$ cat src/sv/sdf_pkg.sv
package sdf_pkg;

  localparam int DATA_W    = 32;
  localparam int FRAC_BITS = 16;
  localparam int CFG_W     = 31;
  localparam int WIDE_W    = 62;
  localparam int CFG_IDX_W = 2;
  localparam int PC_W      = 5;

  typedef logic signed [WIDE_W-1:0] wide_t;
  typedef logic signed [WIDE_W:0]   sum_t;
  typedef logic signed [DATA_W-1:0] data_t;
  typedef logic [CFG_W-1:0]         cfg_t;
  typedef logic [PC_W-1:0]          pc_t;

  localparam wide_t WIDE_MAX   = {1'b0, {(WIDE_W-1){1'b1}}};
  localparam sum_t  SUM_MAX    = {1'b0, WIDE_MAX};
  localparam wide_t DATA_MAX_W = wide_t'({1'b0, {(DATA_W-1){1'b1}}});
  localparam wide_t DATA_MIN_W = -DATA_MAX_W - wide_t'(1);

  localparam cfg_t  ST_FLOOR = CFG_W'(((64'd1 << FRAC_BITS) + 64'd5000) / 64'd10000);
  localparam wide_t K048     = wide_t'(((64'd48 << FRAC_BITS) + 64'd50) / 64'd100);
  localparam wide_t K0235    = wide_t'(((64'd235 << FRAC_BITS) + 64'd500) / 64'd1000);
  localparam wide_t ONE_Q    = wide_t'(64'd1 << FRAC_BITS);
  localparam wide_t TWO_QQ   = wide_t'(64'd2 << (2 * FRAC_BITS));
  localparam wide_t ONE_QQ   = wide_t'(64'd1 << (2 * FRAC_BITS));

  localparam cfg_t ST_RST = CFG_W'(19661);
  localparam cfg_t MS_RST = CFG_W'(2147483647);
  localparam cfg_t DT_RST = CFG_W'(1092);

  typedef enum logic [CFG_IDX_W-1:0] {
    REG_SMOOTH_TIME,
    REG_MAX_SPEED,
    REG_DELTA_TIME
  } cfg_reg_t;

  typedef enum logic [2:0] {
    OP_MUL,
    OP_DIV,
    OP_ADD,
    OP_SUB,
    OP_CLAMP,
    OP_FIN,
    OP_END
  } op_kind_t;

  typedef enum logic [4:0] {
    OPN_ST,
    OPN_MAXSPD,
    OPN_DT,
    OPN_K048,
    OPN_K0235,
    OPN_ONE,
    OPN_TWO_QQ,
    OPN_ONE_QQ,
    OPN_CUR,
    OPN_TGT,
    OPN_VEL,
    OPN_OMEGA,
    OPN_DECAY,
    OPN_CLIM,
    OPN_W,
    OPN_W2,
    OPN_W3,
    OPN_DEN,
    OPN_T,
    OPN_CHG,
    OPN_ADJ,
    OPN_TMP,
    OPN_S,
    OPN_NV,
    OPN_RES
  } opnd_t;

  localparam int NUM_OPND = 25;

  typedef struct packed {
    op_kind_t kind;
    opnd_t    a;
    opnd_t    b;
    opnd_t    dst;
  } op_t;

  typedef struct packed {
    op_t  op;
    logic axis;
    logic exec;
    logic start;
    logic load_in;
    logic load_out;
  } ctrl_cmd_t;

  typedef struct packed {
    logic unit_done;
    logic out_busy;
  } ctrl_sts_t;

  typedef enum logic [1:0] {
    ST_IDLE,
    ST_RUN,
    ST_WAIT,
    ST_DONE
  } ctrl_state_t;

  localparam pc_t AXIS_PC = PC_W'(12);

  function automatic op_t prog_op(input pc_t pc);
    op_t op;
    op = '{OP_END, OPN_ONE, OPN_ONE, OPN_T};
    case (pc)
      5'd0:  op = '{OP_DIV,   OPN_TWO_QQ, OPN_ST,    OPN_OMEGA};
      5'd1:  op = '{OP_MUL,   OPN_OMEGA,  OPN_DT,    OPN_W};
      5'd2:  op = '{OP_MUL,   OPN_W,      OPN_W,     OPN_W2};
      5'd3:  op = '{OP_MUL,   OPN_W2,     OPN_W,     OPN_W3};
      5'd4:  op = '{OP_ADD,   OPN_ONE,    OPN_W,     OPN_DEN};
      5'd5:  op = '{OP_MUL,   OPN_K048,   OPN_W2,    OPN_T};
      5'd6:  op = '{OP_ADD,   OPN_DEN,    OPN_T,     OPN_DEN};
      5'd7:  op = '{OP_MUL,   OPN_K0235,  OPN_W3,    OPN_T};
      5'd8:  op = '{OP_ADD,   OPN_DEN,    OPN_T,     OPN_DEN};
      5'd9:  op = '{OP_DIV,   OPN_ONE_QQ, OPN_DEN,   OPN_DECAY};
      5'd10: op = '{OP_MUL,   OPN_MAXSPD, OPN_ST,    OPN_CLIM};
      5'd11: op = '{OP_END,   OPN_ONE,    OPN_ONE,   OPN_T};
      5'd12: op = '{OP_CLAMP, OPN_CUR,    OPN_TGT,   OPN_CHG};
      5'd13: op = '{OP_SUB,   OPN_CUR,    OPN_CHG,   OPN_ADJ};
      5'd14: op = '{OP_MUL,   OPN_OMEGA,  OPN_CHG,   OPN_T};
      5'd15: op = '{OP_ADD,   OPN_VEL,    OPN_T,     OPN_S};
      5'd16: op = '{OP_MUL,   OPN_S,      OPN_DT,    OPN_TMP};
      5'd17: op = '{OP_MUL,   OPN_OMEGA,  OPN_TMP,   OPN_T};
      5'd18: op = '{OP_SUB,   OPN_VEL,    OPN_T,     OPN_S};
      5'd19: op = '{OP_MUL,   OPN_S,      OPN_DECAY, OPN_NV};
      5'd20: op = '{OP_ADD,   OPN_CHG,    OPN_TMP,   OPN_S};
      5'd21: op = '{OP_MUL,   OPN_S,      OPN_DECAY, OPN_T};
      5'd22: op = '{OP_ADD,   OPN_ADJ,    OPN_T,     OPN_RES};
      5'd23: op = '{OP_FIN,   OPN_CUR,    OPN_TGT,   OPN_RES};
      default: op = '{OP_END, OPN_ONE, OPN_ONE, OPN_T};
    endcase
    return op;
  endfunction

  function automatic wide_t satw(input sum_t v);
    wide_t r;
    if (v > SUM_MAX) begin
      r = WIDE_MAX;
    end else if (v < -SUM_MAX) begin
      r = -WIDE_MAX;
    end else begin
      r = v[WIDE_W-1:0];
    end
    return r;
  endfunction

  function automatic data_t satd(input wide_t v);
    data_t r;
    if (v > DATA_MAX_W) begin
      r = DATA_MAX_W[DATA_W-1:0];
    end else if (v < DATA_MIN_W) begin
      r = DATA_MIN_W[DATA_W-1:0];
    end else begin
      r = v[DATA_W-1:0];
    end
    return r;
  endfunction

endpackage

$ cat src/sv/sdf_ctrl.sv
module sdf_ctrl (
  input  logic                clk,
  input  logic                rst_n,
  input  logic                cfg_we,
  input  logic                in_valid,
  output logic                in_ready,
  input  sdf_pkg::ctrl_sts_t  sts,
  output sdf_pkg::ctrl_cmd_t  cmd
);

  sdf_pkg::ctrl_state_t state_r, state_nxt;
  sdf_pkg::pc_t         pc_r, pc_nxt;
  logic                 axis_r, axis_nxt;
  logic                 pend_r, pend_nxt;
  sdf_pkg::op_t         op;

  always_ff @(posedge clk) begin
    if (!rst_n) begin
      state_r <= sdf_pkg::ST_IDLE;
      pc_r    <= '0;
      axis_r  <= 1'b0;
      pend_r  <= 1'b1;
    end else begin
      state_r <= state_nxt;
      pc_r    <= pc_nxt;
      axis_r  <= axis_nxt;
      pend_r  <= pend_nxt;
    end
  end

  always_comb begin
    op           = sdf_pkg::prog_op(pc_r);
    in_ready     = (state_r == sdf_pkg::ST_IDLE) && !pend_r && !cfg_we;
    state_nxt    = state_r;
    pc_nxt       = pc_r;
    axis_nxt     = axis_r;
    pend_nxt     = pend_r;
    cmd          = '0;
    cmd.op       = op;
    cmd.axis     = axis_r;
    unique case (state_r)
      sdf_pkg::ST_IDLE: begin
        if (pend_r) begin
          pend_nxt  = 1'b0;
          pc_nxt    = '0;
          state_nxt = sdf_pkg::ST_RUN;
        end else if (in_valid && in_ready) begin
          cmd.load_in = 1'b1;
          pc_nxt      = sdf_pkg::AXIS_PC;
          axis_nxt    = 1'b0;
          state_nxt   = sdf_pkg::ST_RUN;
        end
      end
      sdf_pkg::ST_RUN: begin
        unique case (op.kind) inside
          sdf_pkg::OP_MUL, sdf_pkg::OP_DIV: begin
            cmd.start = 1'b1;
            state_nxt = sdf_pkg::ST_WAIT;
          end
          sdf_pkg::OP_ADD, sdf_pkg::OP_SUB, sdf_pkg::OP_CLAMP: begin
            cmd.exec = 1'b1;
            pc_nxt   = pc_r + sdf_pkg::PC_W'(1);
          end
          sdf_pkg::OP_FIN: begin
            cmd.exec = 1'b1;
            if (!axis_r) begin
              axis_nxt = 1'b1;
              pc_nxt   = sdf_pkg::AXIS_PC;
            end else begin
              state_nxt = sdf_pkg::ST_DONE;
            end
          end
          default: begin
            state_nxt = sdf_pkg::ST_IDLE;
          end
        endcase
      end
      sdf_pkg::ST_WAIT: begin
        if (sts.unit_done) begin
          pc_nxt    = pc_r + sdf_pkg::PC_W'(1);
          state_nxt = sdf_pkg::ST_RUN;
        end
      end
      sdf_pkg::ST_DONE: begin
        if (!sts.out_busy) begin
          cmd.load_out = 1'b1;
          state_nxt    = sdf_pkg::ST_IDLE;
        end
      end
      default: begin
        state_nxt = sdf_pkg::ST_IDLE;
      end
    endcase
    if (cfg_we) begin
      pend_nxt = 1'b1;
    end
  end

endmodule

$ cat config.mk
export PLATFORM = sky130hd
export DESIGN_NAME = sdf_ctrl
export DESIGN_NICKNAME = d
export VERILOG_FILES = /design/src/sv/sdf_pkg.sv /design/src/sv/sdf_ctrl.sv
export SDC_FILE = /design/constraint.sdc
export NUM_CORES = 1
export LEC_CHECK = 0
export BUFFER_PORTS_ARGS = -buffer_cell sky130_fd_sc_hd__buf_2
export CAP_MARGIN = 10
export CORE_MARGIN = 2
export CORE_UTILIZATION = 55
export CTS_BUF_LIST = sky130_fd_sc_hd__clkbuf_8 sky130_fd_sc_hd__clkbuf_16
export DETAILED_ROUTE_END_ITERATION = 7
export PLACE_DENSITY = 0.84
export SLEW_MARGIN = 20
export SYNTH_ARGS = -nofsm -noshare
export SYNTH_HDL_FRONTEND = slang
export SYNTH_SLANG_ARGS = --single-unit
$ cat constraint.sdc
create_clock -name clk -period 8.6 [get_ports clk]
set_input_delay 1.72 -clock clk [delete_from_list [all_inputs] [get_ports clk]]
set_output_delay 1.72 -clock clk [all_outputs]
set_load 0.02 [all_outputs]
==> flow_summary.ini <==
[logic_synthesis]
ys_ff_latch = 27
synthFlopType = dfxtp_1
ys_types = 62
synth.largest_area_cell = dfxtp_1
synth_edf_count = 0
syn_avg_cell_area_um2 = 8.24
synth_top_area_share_pct = 29.4
yosysWarnings = 0
netlist_area_um2 = 1840
yosys-top-cells-area = dfxtp_1, ha_1, nand2_1, a21oi_1, o21ai_0
syn-num-nets = 242
ys_seq_area_share_pct = 29.4
async_flop_share_pct = 0
postSynthCellCount = 223

[sta]
tightest_slew_ns = 0.700
fin_tns_setup_ns = 0
max_freq_ghz = 0.248
min_period_ns = 4.03
setup_viol = 0
slew_viol_final = 0
post-route-period-util_pct = 46.8
clock-skew-final_ns = 0.00684
rsz0062_at_grt = false
max-slew-margin-rel_pct = 53.4
finalHoldViolCount = 0

[clocking]
cts_tree = yes
insertion_delay_ns = 0.28
htree_levels = 1
cts_sinks = 27
ctsHoldBuffers = 0
cts_resized = 0
cts-buffers-inserted = 3
post_cts_buffers = 0
clockBufferDepth = 2
clock-root-buffer = clkbuf_8
path_clk_slew_ns = 0.10

[route]
drt-total-wl_um = 4400
post_drt_wl_per_cell_um = 15.3
drtAntennaViolNets = 0
drt_iter0_markers = 160
drt_drc_violations_left = 0
drtPass1Iterations = 7
vias_per_cell = 6.23
via_count = 1795

[placement]
place_inst = 284
numPortBuffers = 29
dp_hpwl_um = 3110
gp_congestion = 0.918
placed_cell_area_um2 = 1970

[cells_and_area]
nFillCells = 276
nNetsFinal = 264
syn_to_final_growth_pct = 9.60
antennaDiodeCount = 0
fin_area_um2 = 2010
drive_gt1_share_pct = 19.7
stdcell_count = 288

[setup_path]
crit_required_ns = 8.81
worstSetupPathType = in2reg
crit_arrival_ns = 4.24
end_kind = flip-flop
crit_fanout = 9
critPathLaunchType = primary input

[power]
p_leak_nw = 0.890
ir_worst_vdd_mv = 0.164
power_density_nw_per_um2 = 376

[grt]
grt_usage_pct = 24.8
grt_first_pass_wirelength_um = 7030
grt_overflow = 0
grt_pass1_vias = 1483
antenna_found_initial = 0
grt_max_degree = 36

[floorplanning]
pin_count = 30
coreArea_um2 = 3130
rows = 20
start_util_pct = 58.8
die_w_um = 61.8
dieArea_um2 = 3820
die_h_um = 61.8

[min_path]
timing.hold.worst.class = reg2reg

[job]
max_cap_viol_count = 0

[status]
status = completed
worst paths after layout:
check        slack, ns                    start  cells past startpoint             endpoint
max               4.57                   cfg_we                     10        op[3]$_DFF_P_
min               0.54      axis_r$_SDFFE_PN0P_                      2  axis_r$_SDFFE_PN0P_
max reg2reg       5.37  state_r[1]$_SDFFE_PN0P_                     11        op[3]$_DFF_P_
min reg2reg       0.54      axis_r$_SDFFE_PN0P_                      2  axis_r$_SDFFE_PN0P_
logic make-up (layout without fill, tap and decap cells):
group | after synthesis | count (layout) | synth area share, %
adders and majority gates | 13 | 13 | 8.85
and+or+nand+nor | 72 | 72 | 21.1
DFF | 27 | 27 | 29.4
xor gates and xnor gates | 1 | 1 | 0.477
muxes | 4 | 4 | 2.18
buffers and inverters | 28 | 49 | 7.28
AOI/OAI and AO/OA | 78 | 78 | 30.7
synth_stat cells, types with 2 or more instances:
master     n
inv_1     12
a32o_1     2
a211oi_1   2
and3_1     3
a21o_1     4
mux2i_1    4
buf_4      5
nor2_1    12
nor3b_1    2
nand3_1   10
o21a_1     3
dfxtp_1   27
nand4_1    3
o211ai_1   3
o21ai_1    6
ha_1      13
o22ai_1    3
nand2_1   19
nor4_1     2
o32ai_1    2
o21ai_2    2
clkbuf_2   2
a31o_1     2
a211o_1    2
o221ai_1   3
nor3_1     2
nand2b_1   3
nor2b_1    5
nand4b_1   2
buf_2      6
o21ai_0   11
a21oi_1   14
inv_2      3
flip-flops by register name, indices dropped and copies added, names as in the netlist:
name	count
axis_r	1
op	18
pc_r	5
pend_r	1
state_r	2
stage by stage:
| step | utilization, % | hold slack (ns) | total power, mW | setup slack (ns) |
|---|---|---|---|---|
| 2_1_floorplan | - | 0.486 | 0.580 | 4.71 |
| 3_3_place_gp | 62.9 | 0.510 | 0.668 | 4.40 |
| 3_5_place_dp | 62.9 | 0.528 | 0.674 | 4.36 |
| 4_1_cts | 64.4 | 0.542 | 0.749 | 4.63 |
| 5_1_grt | 64.4 | 0.571 | 0.817 | 4.47 |
| 6_report | 64.4 | 0.542 | 0.757 | 4.57 |
cells in the final DEF (no fill, tap or decap), types with 2 or more instances in the layout:
cell type and instances:
a211o_1 2, a211oi_1 2, a21o_1 4, a21oi_1 14, a31o_1 2, a32o_1 2
and3_1 3, buf_2 29, clkbuf_8 3, dfxtp_1 27, ha_1 13, inv_1 12
inv_2 3, mux2i_1 4, nand2_1 19, nand2b_1 3, nand3_1 10, nand4_1 3
nand4b_1 2, nor2_1 12, nor2b_1 5, nor3_1 2, nor3b_1 2, nor4_1 2
o211ai_1 3, o21a_1 3, o21ai_0 11, o21ai_1 6, o21ai_2 2, o221ai_1 3
o22ai_1 3, o32ai_1 2
report_power, final:
part / leakage [nW] / switching, mW / internal (mW)
clock network: 0.0255 / 0.0407 / 0.0325
registers: 0.222 / 0.0240 / 0.171
logic: 0.642 / 0.307 / 0.181
total: 0.890 / 0.372 / 0.385
final cells by class:
cell class	instances	area [µm²]	share of cell area [%]
Clock buffer	3	41.3	2.05
Clock inverter	1	5.00	0.248
Inverter	15	56.3	2.80
Multi-Input combinational cell	168	1160	57.8
Sequential cell	27	541	26.8
Tap cell	44	55.1	2.73
Timing Repair Buffer	30	153	7.58
critical path, cell delays in order:
cell,delay (ns)
buf_2,0.11
nand2b_4,0.16
a221o_1,0.37
o21ai_0,0.19
a21o_1,0.35
inv_1,0.24
ha_1,0.35
nand3_1,0.16
or4b_1,0.47
o21ai_1,0.11
metal layers:
metal / up-vias / GRT usage (%) / wire length (µm) / share of wire, %
li1: 865 / - / - / -
met1: 838 / 35.3 / 2110 / 48
met2: 82 / 36.5 / 1900 / 43
met3: 10 / 5.18 / 315 / 7.2
met4: 0 / 10.0 / 78 / 1.8
met5: - / 0 / 0 / 0
Power figures use the tool's default switching activity.
